`src/hw/rtl/jidct_ram.sv`:
```
module jidct_ram #(
    parameter int WIDTH = 32,
    parameter int DEPTH = 64
) (
    input  logic                     i_clk,
    input  logic                     i_we,
    input  logic [$clog2(DEPTH)-1:0] i_waddr,
    input  logic [WIDTH-1:0]         i_wdata,
    input  logic [$clog2(DEPTH)-1:0] i_raddr,
    output logic [WIDTH-1:0]         o_rdata
);

    logic [WIDTH-1:0] r_mem [DEPTH];
    logic [WIDTH-1:0] r_rdata;

    // Write one entry, register the read
    always_ff @(posedge i_clk) begin
        if (i_we) begin
            r_mem[i_waddr] <= i_wdata;
        end
        r_rdata <= r_mem[i_raddr];
    end

    assign o_rdata = r_rdata;

endmodule

```
`config.mk`:
```
export PLATFORM = sky130hd
export DESIGN_NAME = jidct_ram
export DESIGN_NICKNAME = d
export VERILOG_FILES = /design/src/hw/rtl/jidct_ram.sv
export SDC_FILE = /design/constraint.sdc
export NUM_CORES = 2
export LEC_CHECK = 0
export ABC_CLOCK_PERIOD_IN_PS = 6300
export BUFFER_PORTS_ARGS = -buffer_cell sky130_fd_sc_hd__buf_2
export CAP_MARGIN = 30
export CORE_UTILIZATION = 63
export DETAILED_ROUTE_END_ITERATION = 10
export MAX_ROUTING_LAYER = met4
export PLACE_DENSITY = 0.79
export SKIP_CTS_REPAIR_TIMING = 1
export SLEW_MARGIN = 15
export SYNTH_ARGS = -nofsm -noshare
export SYNTH_HDL_FRONTEND = slang
export SYNTH_SLANG_ARGS = --single-unit
```
`constraint.sdc`:
```
create_clock -name i_clk -period 6.3 [get_ports i_clk]
set_input_delay 0.315 -clock i_clk [delete_from_list [all_inputs] [get_ports i_clk]]
set_output_delay 0.315 -clock i_clk [all_outputs]
set_load 0.01 [all_outputs]
```
# Word level (Yosys, flattened, before mapping)
# Memory sizes are Yosys's and may differ from the RTL's. A register that Yosys moved wholly into a read port is not among the register bits.
# Cells that the tools add are included.
# W data, S select, Z words.
[word_totals]
reg_bits = 0
ramBits = 2048
inputBits = 46
output_inout_bits = 32
word_cells = 3
mem_count = 1
[mem_list]
columns = ["name", "words", "word_bits", "read_ports", "rd_clocked_by_memory_dff", "wr", "line_no", "source"]
rows = [
  ["r_mem", 64, 32, 1, 1, 1, "13", "logic [WIDTH-1:0] r_mem [DEPTH];"],
]
[op_classes]
n_mux = 2
[ops]
columns = ["cell", "count"]
rows = [
  ["$mux W1", 2],
]

# Depth between registers and ports, before layout
[logic_depth]
ltp_word = 2
ltp_mapped = 10
mapped_depth_nobuf = 5

# Worst setup path before layout
# Ideal clock, no wire load.
[synth_timing]
path_type = "input to register"
from = "input port i_waddr[3]"
to = "memory r_mem[48][0] (enable)"
setup_time_ps = 461
arrival_ps = 3014
required_time_ps = 5839
slack_ps = 2825
cell_stages = 4
path_buffers = 1
path_cell_list = "clkbuf_1 nor2b_1 nand4b_1 nor3_1"
[synth_lines]
columns = ["element", "line_no", "source"]
rows = [
  ["from (decl)", "7", "input logic [$clog2(DEPTH)-1:0] i_waddr,"],
  ["to (decl)", "13", ""],
]
# Straight into the memory's write port.

==> impl_metrics.json <==
{
  "outcome": "complete, no violations",
  "first_pass_iters": 7,
  "area_growth_syn_to_layout_pct": 12.25,
  "synthMuxAreaShare_pct": 16.79,
  "wl_um": 214600,
  "critical_path_class": "input pin to flip-flop",
  "detail_route.vias_per_cell": 7.366,
  "ys_seq_elements": 2080,
  "async_flop_share_pct": 0,
  "crit_fanout": 102,
  "rsz0062_at_grt": "no",
  "cts.path.max_buffers": 3,
  "worstPathArrival_ps": 3990,
  "synth_top_area_share_pct": 78.33,
  "hpwl_um": 104600,
  "synth-xor-area-share_pct": 0,
  "regToRegEndpoint": "o_rdata[7]$_DFF_P_",
  "intPower_w": 0.02230,
  "dominantRegCellSynth": "edfxtp_1",
  "power.switching_w": 0.006123,
  "grt_pass1_wl_um": 293900,
  "synth-edff-count": 2048,
  "p_leak_nw": 27.51,
  "clk_latency_ps": 830,
  "stdcell_area_mm2": 0.08813,
  "drv_cap": 0,
  "die_w_um": 355.0,
  "dr_total_vias": 39550,
  "hp-class": "input pin to flip-flop",
  "slew_headroom_pct": 26.63,
  "track_usage_pct": 35.17,
  "synth_top_family_by_area": "multiplexers",
  "syn_area_per_cell_um2": 23.62,
  "grt_max_degree": 103,
  "nNetsFinal": 3599,
  "yosys-top-cells-area": "edfxtp_1 78%, mux4_2 16%, mux2i_1 1.2%",
  "yosysTopAreaCell": "edfxtp_1",
  "yosys.area_share.adder_pct": 0,
  "ctsHtreeMaxLevel": 4,
  "crit_required_ps": 6980,
  "finalMaxSlewViolations": 0,
  "fp.dieH_um": 355.0,
  "min_period_over_period_pct": 52.53,
  "fin_crit_ps": 3310,
  "pwr-share-seq_pct": 54.2,
  "gp_congestion": 0.8432,
  "final_core_util_pct": 71.28,
  "r2r_start": "r_mem[11][7]$_DFFE_PP_",
  "worst_slew_pin_slew_ps": 1101,
  "irDropWorstVdd_mv": 0.3180,
  "portBuffers": 77,
  "coreArea_mm2": 0.1236,
  "setup.worst_path.start": "i_raddr[1]",
  "final_cell_mix": "2048 x edfxtp_1, 544 x mux4_2, 196 x clkbuf_16, 118 x buf_4, 93 x mux2i_1",
  "final_common_cell": "edfxtp_1",
  "synth_cell_types": 34,
  "initial_core_util_pct": 63.51,
  "drive_above_1_share_pct": 29.74,
  "finalSetupTns_ps": 0,
  "cts_tree": "yes",
  "wl_per_cell_um": 39.96,
  "synth-compound-area-share_pct": 1.673,
  "cts_root_buffer": "clkbuf_16",
  "reg2regPathDepth": 5,
  "initialDrtViolationCount": 7339,
  "postRouteAntennaNets": 0,
  "synthSimpleGateAreaFrac_pct": 1.265,
  "grt_pass1_vias": 39890,
  "placed_area_mm2": 0.08181,
  "power_density_mw_per_mm2": 322.5,
  "setup_viol": 0,
  "io_pins": 78,
  "endpoint": "o_rdata[27]$_DFF_P_",
  "ys_seq_area_share_pct": 79.14,
  "synthCells": 3324,
  "pwr-share-clk_pct": 40.6,
  "dieArea_mm2": 0.1260,
  "rows": 129,
  "hp-start": "i_raddr[4]",
  "clock_sinks": 2080,
  "yosysWarningCount": 0,
  "cts_buffers": 189,
  "finalClockSkew_ps": 22.91,
  "finalHoldViolCount": 0,
  "syn-num-nets": 3370,
  "drc": 0,
  "switching_share_pct": 21.54,
  "grt_remaining_overflow": 0,
  "clkTransAtPathRegs_ps": 60,
  "r2r_setup_slack_ps": 3760,
  "holdPathStages": 3,
  "power.total_w": 0.02843,
  "start_kind": "input pin",
  "syn-cell-area_mm2": 0.07852,
  "grt_antenna_before_repair": 21,
  "max_freq_mhz": 302.2,
  "endpoint_kind": "flip-flop",
  "combPwrFrac_pct": 5.2
}
## state kept, by name, summed over array words and instances (netlist names)
| signal | flops |
|---|---|
| o_rdata | 32 |
| r_mem | 2048 |
## critical path, stage by stage
cell and delay [ps]:
buf_8 580, buf_4 730, buf_4 490, mux4_2 390, mux4_2 510, o22ai_1 550
nor2_1 130
## worst min path at each step
stage | to | slack (ps)
after floorplan | r_mem[0][0]$_DFFE_PP_ | 410
after global placement | o_rdata[8]$_DFF_P_ | 710
after detailed placement | o_rdata[1] | 720
after CTS | r_mem[17][4]$_DFFE_PP_ | -100
after global routing | r_mem[52][19]$_DFFE_PP_ | 10
final | o_rdata[12]$_DFF_P_ | 10
## cells in the mapped netlist, drive strengths merged, types with 5 or more instances
cell type and count:
dfxtp 32, o221ai 27, or3b 5, nand3b 5, nand2 26, a22oi 12, mux4 544, a21oi 62
o22ai 84, a311oi 8, clkbuf 74, nor2 137, nand3 5, nand2b 8, buf 108, nor2b 15
edfxtp 2048, mux2i 93, nor3 7
## through the flow
step,hold slack [ps],setup slack (ps),cells
global placement,707.5,2208,4976
CTS,-104.2,3091,5339
detailed placement,723.7,2296,4989
global route,13.00,2867,5362
finish,15.00,2990,5369
floorplan,413.9,2825,3324
## area by class of cell
class | count | area, um2
sequential | 2080 | 62140
fill | 6604 | 35510
multi-input combinational | 1062 | 15970
clock buffer | 247 | 5146
tap | 1637 | 2048
timing repair buffer | 220 | 1800
clock inverter | 103 | 973.4
antenna | 20 | 50.05
## metal layers
metal	GRT usage, %	vias to the layer above	wire, um
met5	-	-	0
li1	-	14720	-
met2	54.67	3737	105900
met1	43.84	20530	69860
met4	16.67	0	11140
met3	9.062	567	27670
## power groups by stage
stage	combinational, W	clock, W	sequential [W]
6_report	0.00149	0.0115	0.0154
5_1_grt	0.00153	0.0121	0.0154
4_1_cts	0.00145	0.0116	0.0154
3_5_place_dp	0.00141	0	0.0157
3_3_place_gp	0.00135	0	0.0157
2_1_floorplan	0.000745	0	0.0157
## cell families (layout without fill, tap and decap cells)
family,Yosys count,in the layout
flops,2080,2080
mux,637,637
simple gates,223,223
compound gates,202,202
buf+inv,182,570
other cells,0,20
(Power assumes the default switching activity.)
