File: src/hw/rtl/jidct_pkg.sv
package jidct_pkg;

    localparam int CONST_FRAC_BITS = 12;
    localparam int COLUMN_SHIFT    = 10;
    localparam int ROW_SHIFT       = 17;
    localparam int BLK_DEPTH       = 64;
    localparam int ADDR_W          = 6;
    localparam int DATA_W          = 32;

    // Round a constant (units of 1e-9) to CONST_FRAC_BITS fraction bits, half up
    function automatic logic [31:0] cfix(longint nano, bit neg);
        longint m;
        m = ((nano << CONST_FRAC_BITS) + 64'sd500000000) / 64'sd1000000000;
        return neg ? 32'(-m) : 32'(m);
    endfunction

    // Rotation constants, named by sign and leading digits of their value
    localparam logic [31:0] K_P0541 = cfix(64'd541196100, 1'b0);
    localparam logic [31:0] K_M1847 = cfix(64'd1847759065, 1'b1);
    localparam logic [31:0] K_P0765 = cfix(64'd765366865, 1'b0);
    localparam logic [31:0] K_P1175 = cfix(64'd1175875602, 1'b0);
    localparam logic [31:0] K_P0298 = cfix(64'd298631336, 1'b0);
    localparam logic [31:0] K_P2053 = cfix(64'd2053119869, 1'b0);
    localparam logic [31:0] K_P3072 = cfix(64'd3072711026, 1'b0);
    localparam logic [31:0] K_P1501 = cfix(64'd1501321110, 1'b0);
    localparam logic [31:0] K_M0899 = cfix(64'd899976223, 1'b1);
    localparam logic [31:0] K_M2562 = cfix(64'd2562915447, 1'b1);
    localparam logic [31:0] K_M1961 = cfix(64'd1961570560, 1'b1);
    localparam logic [31:0] K_M0390 = cfix(64'd390180644, 1'b1);

    localparam logic [31:0] COL_BIAS = 32'd1 << (COLUMN_SHIFT - 1);
    localparam logic [31:0] ROW_BIAS = (32'd1 << (ROW_SHIFT - 1)) + (32'd128 << ROW_SHIFT);

    localparam logic [3:0] LAST_MUL  = 4'd11;
    localparam logic [2:0] LAST_IDX  = 3'd7;
    localparam logic [3:0] LAST_PASS = 4'd15;
    localparam logic [3:0] READ_END  = 4'd8;

    typedef enum logic [1:0] {S_LOAD, S_READ, S_GO, S_WAIT} t_top_st;
    typedef enum logic [2:0] {PS_IDLE, PS_MUL, PS_SUM1, PS_SUM2, PS_OUT} t_pass_st;

    typedef struct packed {
        logic       load;
        logic [2:0] idx;
        logic       go;
        logic       row_mode;
    } t_pass_ctl;

    typedef struct packed {
        logic       vld;
        logic [2:0] idx;
    } t_pass_sts;

endpackage

File: src/hw/rtl/jidct_pass.sv
module jidct_pass (
    input  logic               i_clk,
    input  logic               i_rst_n,
    input  jidct_pkg::t_pass_ctl i_ctl,
    input  logic [31:0]        i_data,
    output jidct_pkg::t_pass_sts o_sts,
    output logic [31:0]        o_data
);
    import jidct_pkg::*;

    t_pass_st    r_state, n_state;
    logic [3:0]  r_step;
    logic        r_row;
    logic [31:0] r_s  [8];
    logic [31:0] r_pr [12];
    logic [31:0] r_t0e, r_t1e, r_t2e, r_t3e, r_q1, r_q2;
    logic [31:0] r_x  [4];
    logic [31:0] r_tt [4];
    logic [31:0] mul_a, mul_c, mul_p, bias, out_sum;
    logic        step_end;

    // Operand select for the shared multiplier
    always_comb begin
        unique case (r_step)
            4'd0:    begin mul_a = r_s[2] + r_s[6]; mul_c = K_P0541; end
            4'd1:    begin mul_a = r_s[6]; mul_c = K_M1847; end
            4'd2:    begin mul_a = r_s[2]; mul_c = K_P0765; end
            4'd3:    begin
                mul_a = (r_s[7] + r_s[3]) + (r_s[5] + r_s[1]);
                mul_c = K_P1175;
            end
            4'd4:    begin mul_a = r_s[7]; mul_c = K_P0298; end
            4'd5:    begin mul_a = r_s[5]; mul_c = K_P2053; end
            4'd6:    begin mul_a = r_s[3]; mul_c = K_P3072; end
            4'd7:    begin mul_a = r_s[1]; mul_c = K_P1501; end
            4'd8:    begin mul_a = r_s[7] + r_s[1]; mul_c = K_M0899; end
            4'd9:    begin mul_a = r_s[5] + r_s[3]; mul_c = K_M2562; end
            4'd10:   begin mul_a = r_s[7] + r_s[3]; mul_c = K_M1961; end
            4'd11:   begin mul_a = r_s[5] + r_s[1]; mul_c = K_M0390; end
            default: begin mul_a = '0; mul_c = '0; end
        endcase
        mul_p = mul_a * mul_c;
    end

    assign bias     = r_row ? ROW_BIAS : COL_BIAS;
    assign step_end = (r_state == PS_MUL) ? (r_step == LAST_MUL)
                                          : (r_step[2:0] == LAST_IDX);

    // Next state
    always_comb begin
        n_state = r_state;
        unique case (r_state)
            PS_IDLE: if (i_ctl.go) n_state = PS_MUL;
            PS_MUL:  if (step_end) n_state = PS_SUM1;
            PS_SUM1: n_state = PS_SUM2;
            PS_SUM2: n_state = PS_OUT;
            PS_OUT:  if (step_end) n_state = PS_IDLE;
            default: n_state = PS_IDLE;
        endcase
    end

    // Butterfly output for the current index
    always_comb begin
        unique case (r_step[2:0])
            3'd0:    out_sum = r_x[0] + r_tt[3];
            3'd1:    out_sum = r_x[1] + r_tt[2];
            3'd2:    out_sum = r_x[2] + r_tt[1];
            3'd3:    out_sum = r_x[3] + r_tt[0];
            3'd4:    out_sum = r_x[3] - r_tt[0];
            3'd5:    out_sum = r_x[2] - r_tt[1];
            3'd6:    out_sum = r_x[1] - r_tt[2];
            default: out_sum = r_x[0] - r_tt[3];
        endcase
    end

    // Outputs
    always_comb begin
        o_sts.vld = (r_state == PS_OUT);
        o_sts.idx = r_step[2:0];
        o_data    = r_row ? 32'($signed(out_sum) >>> ROW_SHIFT)
                          : 32'($signed(out_sum) >>> COLUMN_SHIFT);
    end

    // Control registers
    always_ff @(posedge i_clk) begin
        if (!i_rst_n) begin
            r_state <= PS_IDLE;
            r_step  <= '0;
        end else begin
            r_state <= n_state;
            if (r_state == PS_MUL || r_state == PS_OUT) begin
                r_step <= step_end ? 4'd0 : r_step + 4'd1;
            end else if (r_state == PS_IDLE) begin
                r_step <= '0;
            end
        end
    end

    // Datapath registers
    always_ff @(posedge i_clk) begin
        if (i_ctl.load) begin
            r_s[i_ctl.idx] <= i_data;
        end
        if (i_ctl.go) begin
            r_row <= i_ctl.row_mode;
        end
        if (r_state == PS_MUL) begin
            r_pr[r_step] <= mul_p;
        end
        if (r_state == PS_SUM1) begin
            r_t0e <= (r_s[0] + r_s[4]) << CONST_FRAC_BITS;
            r_t1e <= (r_s[0] - r_s[4]) << CONST_FRAC_BITS;
            r_t2e <= r_pr[1] + r_pr[0];
            r_t3e <= r_pr[2] + r_pr[0];
            r_q1  <= r_pr[8] + r_pr[3];
            r_q2  <= r_pr[9] + r_pr[3];
        end
        if (r_state == PS_SUM2) begin
            r_x[0]  <= r_t0e + r_t3e + bias;
            r_x[3]  <= r_t0e - r_t3e + bias;
            r_x[1]  <= r_t1e + r_t2e + bias;
            r_x[2]  <= r_t1e - r_t2e + bias;
            r_tt[3] <= r_pr[7] + r_q1 + r_pr[11];
            r_tt[2] <= r_pr[6] + r_q2 + r_pr[10];
            r_tt[1] <= r_pr[5] + r_q2 + r_pr[11];
            r_tt[0] <= r_pr[4] + r_q1 + r_pr[10];
        end
    end

    ap_go_idle: assert property (@(posedge i_clk) disable iff (!i_rst_n)
        i_ctl.go |-> r_state == PS_IDLE) else $error("pass started while running");
    ap_load_idle: assert property (@(posedge i_clk) disable iff (!i_rst_n)
        i_ctl.load |-> r_state == PS_IDLE) else $error("sample load while running");
    ap_mul_sum: assert property (@(posedge i_clk) disable iff (!i_rst_n)
        r_state == PS_SUM1 |=> r_state == PS_SUM2) else $error("sum stage skipped");

endmodule

File: config.mk
export PLATFORM = sky130hd
export DESIGN_NAME = jidct_pass
export DESIGN_NICKNAME = d
export VERILOG_FILES = /design/src/hw/rtl/jidct_pkg.sv /design/src/hw/rtl/jidct_pass.sv
export SDC_FILE = /design/constraint.sdc
export NUM_CORES = 2
export LEC_CHECK = 0
export BUFFER_PORTS_ARGS = -buffer_cell sky130_fd_sc_hd__buf_4
export CAP_MARGIN = 20
export CELL_PAD_IN_SITES_DETAIL_PLACEMENT = 1
export CELL_PAD_IN_SITES_GLOBAL_PLACEMENT = 1
export CORE_ASPECT_RATIO = 0.8
export CORE_MARGIN = 1.5
export CORE_UTILIZATION = 45
export DETAILED_ROUTE_END_ITERATION = 10
export GPL_TIMING_DRIVEN = 1
export PLACE_DENSITY_LB_ADDON = 0.1
export SKIP_LAST_GASP = 1
export SYNTH_ARGS = -nofsm -noshare
export SYNTH_HDL_FRONTEND = slang
export SYNTH_SLANG_ARGS = --single-unit
File: constraint.sdc
create_clock -name i_clk -period 17.6 [get_ports i_clk]
set_input_delay 0 -clock i_clk [delete_from_list [all_inputs] [get_ports i_clk]]
set_output_delay 0 -clock i_clk [all_outputs]
set_load 0.02 [all_outputs]
-- Word level (Yosys, flattened, before mapping)
Memories as Yosys holds them, arrays and structs flattened.
Index checks and enable logic that the tools add are counted.
- $add $sub $neg: 37
- multiply operators: 1
- equality and inequality tests: 25
- mux-type cells: 19
- reduce and logical (&&, ||, !) cells: 6
- operators with widths (kind ; number):
    $add 32x32->32 ; 24
    $pmux 32 s12 ; 2
    $pmux 32 s7 ; 1
    $sub 32x32->32 ; 6
    $add 32x25->32 ; 4
    $mul 32x32->32 ; 1
    $mux 25 ; 1
    $mux 21 ; 1
    $add 20x20->20 ; 1
    $sub 20x20->20 ; 1
    $eq 4x3->1 const B ; 4
    $eq 4x4->1 const B ; 4
    $eq 3x3->1 const B ; 5
    $pmux 3 s5 ; 1
    $eq 3x2->1 const B ; 4
    $mux 4 ; 3
    $mux 3 ; 3
    $eq 4x2->1 const B ; 2
    $mux 1 ; 7
    $eq 3x1->1 const B ; 2
    $logic_not 3->1 ; 2
    $add 4x1->4 const B ; 1
    $eq 4x1->1 const B ; 1
    $logic_not 4->1 ; 1
    other kinds (5) ; 6
- register bits: 176
- memory bits (writable): 896
- bits of input ports: 40
- output and inout bits: 36
- word-level logic and storage cells: 101
- memories kept: 4
- memories (name ; depth ; bits a word ; read ports ; clocked after memory_dff ; wr ports ; line ; source):
    r_pr ; 12 ; 32 ; 12 ; 0 ; 1 ; jidct_pass.sv:15 ; logic [31:0] r_pr [12];
    r_s ; 8 ; 32 ; 8 ; 0 ; 1 ; jidct_pass.sv:14 ; logic [31:0] r_s [8];
    r_tt ; 4 ; 32 ; 4 ; 0 ; 4 ; jidct_pass.sv:18 ; logic [31:0] r_tt [4];
    r_x ; 4 ; 32 ; 4 ; 0 ; 4 ; jidct_pass.sv:17 ; logic [31:0] r_x [4];

-- Logic depth before layout (Yosys ltp)
An unclocked memory read counts as a cell.
- depth in word-level cells: 5
- gate-level depth with buffers: 51
- depth with buffers taken out: 50

-- Worst setup path after synthesis
No wires, ideal clock.
- path type: reg-to-reg
- start: register r_state[0]
- end: register r_q1[0], enable pin
- setup time: 935 ps
- arrival: 12663 ps
- data required time: 16665 ps
- setup slack: 4002 ps
- stages on the path, launching flop included: 3
- buffers on the path: 1
- clock period less this slack: 13598 ps
- cells stage by stage: dfxtp_1 > clkbuf_1 > nor3b_1
- word-level cells in the longest chain between the ends: 1
- RTL lines (element ; line ; source):
    start, declared ; jidct_pass.sv:11 ; t_pass_st r_state, n_state;
    start signal, assigned ; jidct_pass.sv:90 ; r_state <= n_state;
    $eq 3x2->1 ; jidct_pass.sv:110 ; if (r_state == PS_SUM1) begin
    end signal, assigned ; jidct_pass.sv:115 ; r_q1 <= r_pr[8] + r_pr[3];
    end, declared ; jidct_pass.sv:16 ; logic [31:0] r_t0e, r_t1e, r_t2e, r_t3e, r_q1, r_q2;
No other way between the ends.
A chain may end at the register's enable or synchronous reset.

==> report_table.html <==
<table>
<tr><th>Metric</th><th>Value</th></tr>
<tr><th colspan="2">Floorplanning</th></tr>
<tr><td>Overall die height</td><td>392 um</td></tr>
<tr><td>Number of placed I/O pins</td><td>76</td></tr>
<tr><td>X dimension of the die</td><td>489 um</td></tr>
<tr><td>Floorplan core area</td><td>between 150,000 and 200,000 um^2</td></tr>
<tr><td>Initial core utilization</td><td>45.3%</td></tr>
<tr><td>Standard-cell rows</td><td>142</td></tr>
<tr><td>Full die area</td><td>approximately 190,000 um^2</td></tr>
<tr><th colspan="2">STA</th></tr>
<tr><td>Unrepaired setup endpoints after global routing</td><td>no</td></tr>
<tr><td>Final worst-path cycle share</td><td>75.9%</td></tr>
<tr><td>Clock period minus final worst setup slack</td><td>13.36 ns</td></tr>
<tr><td>Slew @ Worst Pin</td><td>1.17 ns</td></tr>
<tr><td>Maximum operating frequency</td><td>74.8 MHz</td></tr>
<tr><td>Final number of max-transition violations</td><td>0</td></tr>
<tr><td>Clock Skews</td><td>0.0563 ns</td></tr>
<tr><td>Fin. Hold Viols</td><td>0</td></tr>
<tr><td>Max transition margin</td><td>approximately 22%</td></tr>
<tr><td>Count of endpoints failing setup in the final report</td><td>0</td></tr>
<tr><td>Total negative slack for setup checks</td><td>0 ns</td></tr>
<tr><th colspan="2">Routing</th></tr>
<tr><td>Top sig layer</td><td>met5</td></tr>
<tr><td># DRC</td><td>0</td></tr>
<tr><td>Met2 Wirelength</td><td>134 mm</td></tr>
<tr><td>DRC violation total after the first TritonRoute iteration</td><td>5,299</td></tr>
<tr><td>Final routed wirelength across all metal layers</td><td>just under 300 mm</td></tr>
<tr><td>Post-detailed-route via-to-cell ratio</td><td>~6</td></tr>
<tr><td>Drt wl/cell</td><td>27.3 um</td></tr>
<tr><td>Vias after detailed routing</td><td>approximately 64,000</td></tr>
<tr><td>DRT antenna net count</td><td>0</td></tr>
<tr><td>Number of iterations in the first detailed-routing pass</td><td>6</td></tr>
<tr><td>M1 wire length</td><td>135 mm</td></tr>
<tr><td>Detail Route met3 WL</td><td>approximately 18 mm</td></tr>
<tr><th colspan="2">Critical path</th></tr>
<tr><td>Worst reg2reg path startpoint</td><td>r_s[5][1]</td></tr>
<tr><td>CP Class</td><td>flop to flop</td></tr>
<tr><td>Crit path max-delay cell type</td><td>o31ai_1</td></tr>
<tr><td>Most common cell type on the critical path</td><td>xnor2_1</td></tr>
<tr><td>R2R Setup Slk</td><td>between 4 and 5 ns</td></tr>
<tr><td>Data required time at the worst endpoint</td><td>18.19 ns</td></tr>
<tr><td>Crit-path max cell delay</td><td>0.60 ns</td></tr>
<tr><td>Endpoint arrival time on the critical path</td><td>approximately 14 ns</td></tr>
<tr><td>FF-to-FF path depth</td><td>46</td></tr>
<tr><td>Maximum fanout encountered on the critical timing path</td><td>10</td></tr>
<tr><td>Crit. End Element</td><td>flop</td></tr>
<tr><td>Beginning of the critical path</td><td>r_s[5][1]</td></tr>
<tr><td>Buf+Inv Stages, Crit Path</td><td>6</td></tr>
<tr><td>Startpoint type of the worst setup path</td><td>flop</td></tr>
<tr><td>Capture point of the worst reg-to-reg path</td><td>r_pr[8][31]</td></tr>
<tr><td>Top cell family by delay on the critical path</td><td>adder cells</td></tr>
<tr><th colspan="2">Synth</th></tr>
<tr><td>Number of warnings issued by yosys</td><td>0</td></tr>
<tr><td>Syn nets</td><td>9,519</td></tr>
<tr><td>Ranking of synthesized cells by instance count</td><td>edfxtp_1 (1,038), inv_1 (911), ha_1 (864), nor2_1 (632), fa_1 (523)</td></tr>
<tr><td>Post-synthesis async set-or-reset flop share</td><td>0%</td></tr>
<tr><td>Summed instance area of the synthesized netlist</td><td>85,000 um^2</td></tr>
<tr><td>Number of unique standard cell types used by synthesis</td><td>106</td></tr>
<tr><td>Number of enable flip-flop cells after synthesis</td><td>1,038</td></tr>
<tr><td>Post-synthesis sequential element count</td><td>~1,000</td></tr>
<tr><td>Post-synthesis cell count</td><td>8,092</td></tr>
<tr><td>Library cell with the highest instance count after synthesis</td><td>edfxtp_1</td></tr>
<tr><td>Cells taking the most area after synthesis</td><td>edfxtp_1 (37%), ha_1 (13%), fa_1 (12%)</td></tr>
<tr><td>Main flop type after synthesis</td><td>edfxtp_1</td></tr>
<tr><td>Mean instance size in the synthesized netlist</td><td>between 10 and 15 um^2</td></tr>
<tr><td>Proportion of netlist area held by the largest area contributor</td><td>36.7%</td></tr>
<tr><td>Largest area contributor in the netlist</td><td>edfxtp_1</td></tr>
<tr><td>Share of synthesized area occupied by flip-flops and latches</td><td>36.8%</td></tr>
<tr><th colspan="2">GRT</th></tr>
<tr><td>GR Overflow Total</td><td>0</td></tr>
<tr><td>Initial antenna violation count</td><td>22</td></tr>
<tr><td>Maximum number of pins on one net before global-route repair</td><td>116</td></tr>
<tr><td>GRT Total Usage</td><td>a little under a third</td></tr>
<tr><td>First-pass GRT wire length</td><td>440 mm</td></tr>
<tr><td>Number of global-route vias before repair</td><td>68,277</td></tr>
<tr><th colspan="2">Hold path</th></tr>
<tr><td>Type of the tightest min-delay check</td><td>input pin to flop</td></tr>
<tr><td>Hold EP</td><td>r_state[1]</td></tr>
<tr><td>Cell count of the worst hold path</td><td>3</td></tr>
<tr><td>Origin of the worst min-delay path</td><td>i_rst_n</td></tr>
<tr><th colspan="2">Cells and area</th></tr>
<tr><td>Fillcell total</td><td>20,290</td></tr>
<tr><td>Share of post-route cells with drive strength above 1</td><td>6.63%</td></tr>
<tr><td>Layout overhead on the synthesized area</td><td>10.4%</td></tr>
<tr><td>Layout net count</td><td>9,714</td></tr>
<tr><th colspan="2">Placement</th></tr>
<tr><td>Last weighted congestion value of the routability-driven placer</td><td>roughly 0.93</td></tr>
<tr><td>Port buffer count</td><td>75</td></tr>
<tr><td>Placed wire-length estimate after detailed placement</td><td>239 mm</td></tr>
<tr><th colspan="2">Clock tree</th></tr>
<tr><td>Maximum clock insertion buffer count</td><td>3</td></tr>
<tr><td>CTS-repair resized insts</td><td>0</td></tr>
<tr><td>Clock root buffer master</td><td>clkbuf_16</td></tr>
<tr><td>Clock transition at the registers of the reported paths</td><td>0.06 ns</td></tr>
<tr><td>Worst-skew pair later-pin latency</td><td>slightly below 0.8 ns</td></tr>
<tr><td>CTS H-Tree Depth</td><td>3</td></tr>
<tr><td>CTS Buf Count</td><td>118</td></tr>
<tr><td>TritonCTS clock tree</td><td>built</td></tr>
<tr><td>Sink count of the clock tree</td><td>1,045</td></tr>
<tr><th colspan="2">Flow run</th></tr>
<tr><td>Max-cap violations</td><td>0</td></tr>
<tr><th colspan="2">Run status</th></tr>
<tr><td>Result of the run</td><td>completed</td></tr>
</table>
[worst register-to-register path, delay by kind of cell, from the launching register on]
kind	cells	cell delay (ns)
flops	1	0.49
compound gates	14	3.82
xor+xnor	13	3.02
fa+ha+maj	10	4.58
buf+inv	6	0.63
simple gates	3	0.63
[metrics by stage]
stage | std cells | util, % | worst slack, ns | hold WS, ns | instance area, um^2
3_5_place_dp | 10628 | 47.6 | 3.88 | 0.181 | 89100
4_1_cts | 10900 | 50.0 | 3.81 | 0.0244 | 93700
6_report | 10911 | 50.0 | 4.24 | 0.0683 | 93800
2_1_floorplan | 8092 | - | 4.00 | 0.0989 | 85000
5_1_grt | 10908 | 50.0 | 3.72 | 0.0514 | 93800
3_3_place_gp | 10618 | 47.5 | 4.04 | 0.182 | 89100
[placed cells by master, fill, tap and decap left out, drive strengths merged, types with 73 or more instances in the layout]
cell    count
fa        523
clkbuf    138
xor2      219
nand3     132
a22oi      73
edfxtp   1038
o21bai     79
a21o      136
nand2b    108
o21ai     376
nor2b      77
nand2     480
ha        864
a21oi     500
nor3      160
inv       918
nor2      633
xnor2     494
buf       210
o21a       94
[registers in the layout, summed over array words and instances, names as in the netlist]
name,cells
r_t2e,32
r_row,1
r_pr,384
r_q1,32
r_state,3
r_t1e,20
r_x,126
r_t3e,32
r_step,4
r_q2,32
r_tt,128
r_s,232
r_t0e,19
[cell families after synthesis]
kind of cell / Yosys count / share of synthesized area (%)
and+or+nand+nor: 2000 / 11.3
AOI/OAI and AO/OA: 1812 / 14.1
DFF: 1045 / 36.8
adders and majority gates: 1387 / 25.0
muxes: 34 / 0.405
buffers and inverters: 1099 / 4.95
xor gates and xnor gates: 715 / 7.40
[worst max path at each step]
stage	to	depth (start not counted)	slack (ns)
3_5_place_dp	r_pr[6][31]	45	3.88
4_1_cts	r_pr[3][31]	45	3.81
6_report	r_pr[8][31]	46	4.24
2_1_floorplan	r_q1[0]	2	4.00
3_3_place_gp	r_pr[0][31]	45	4.04
5_1_grt	r_pr[8][31]	46	3.72
[routing by layer]
metal	vias up	track usage [%]
li1	29056	-
met1	32932	43.5
met2	1915	49.6
met3	437	4.24
met4	6	10.2
met5	-	0
[final cells by class]
class | count | area (um^2) | area share [%]
multi-input cells | 5948 | 49700 | 53.0
repair buffers | 262 | 2140 | 2.28
inverters | 912 | 3430 | 3.66
diodes | 3 | 7.51 | 0.00800
flip-flops and latches | 1045 | 31300 | 33.4
well taps | 2520 | 3150 | 3.36
clock buffers | 138 | 3100 | 3.30
clock inverters | 83 | 960 | 1.02
[repair_timing]
action | CTS | global route
setup endpoints to repair | 0 | 0
buffers inserted | 0 | 0
endpoints found under the hold margin | 314 | 0
hold buffers | 51 | 0
Power is left out: the tool's default activity adds up to more than one toggle a clock period on the data nets, which glitch-free logic cannot reach.
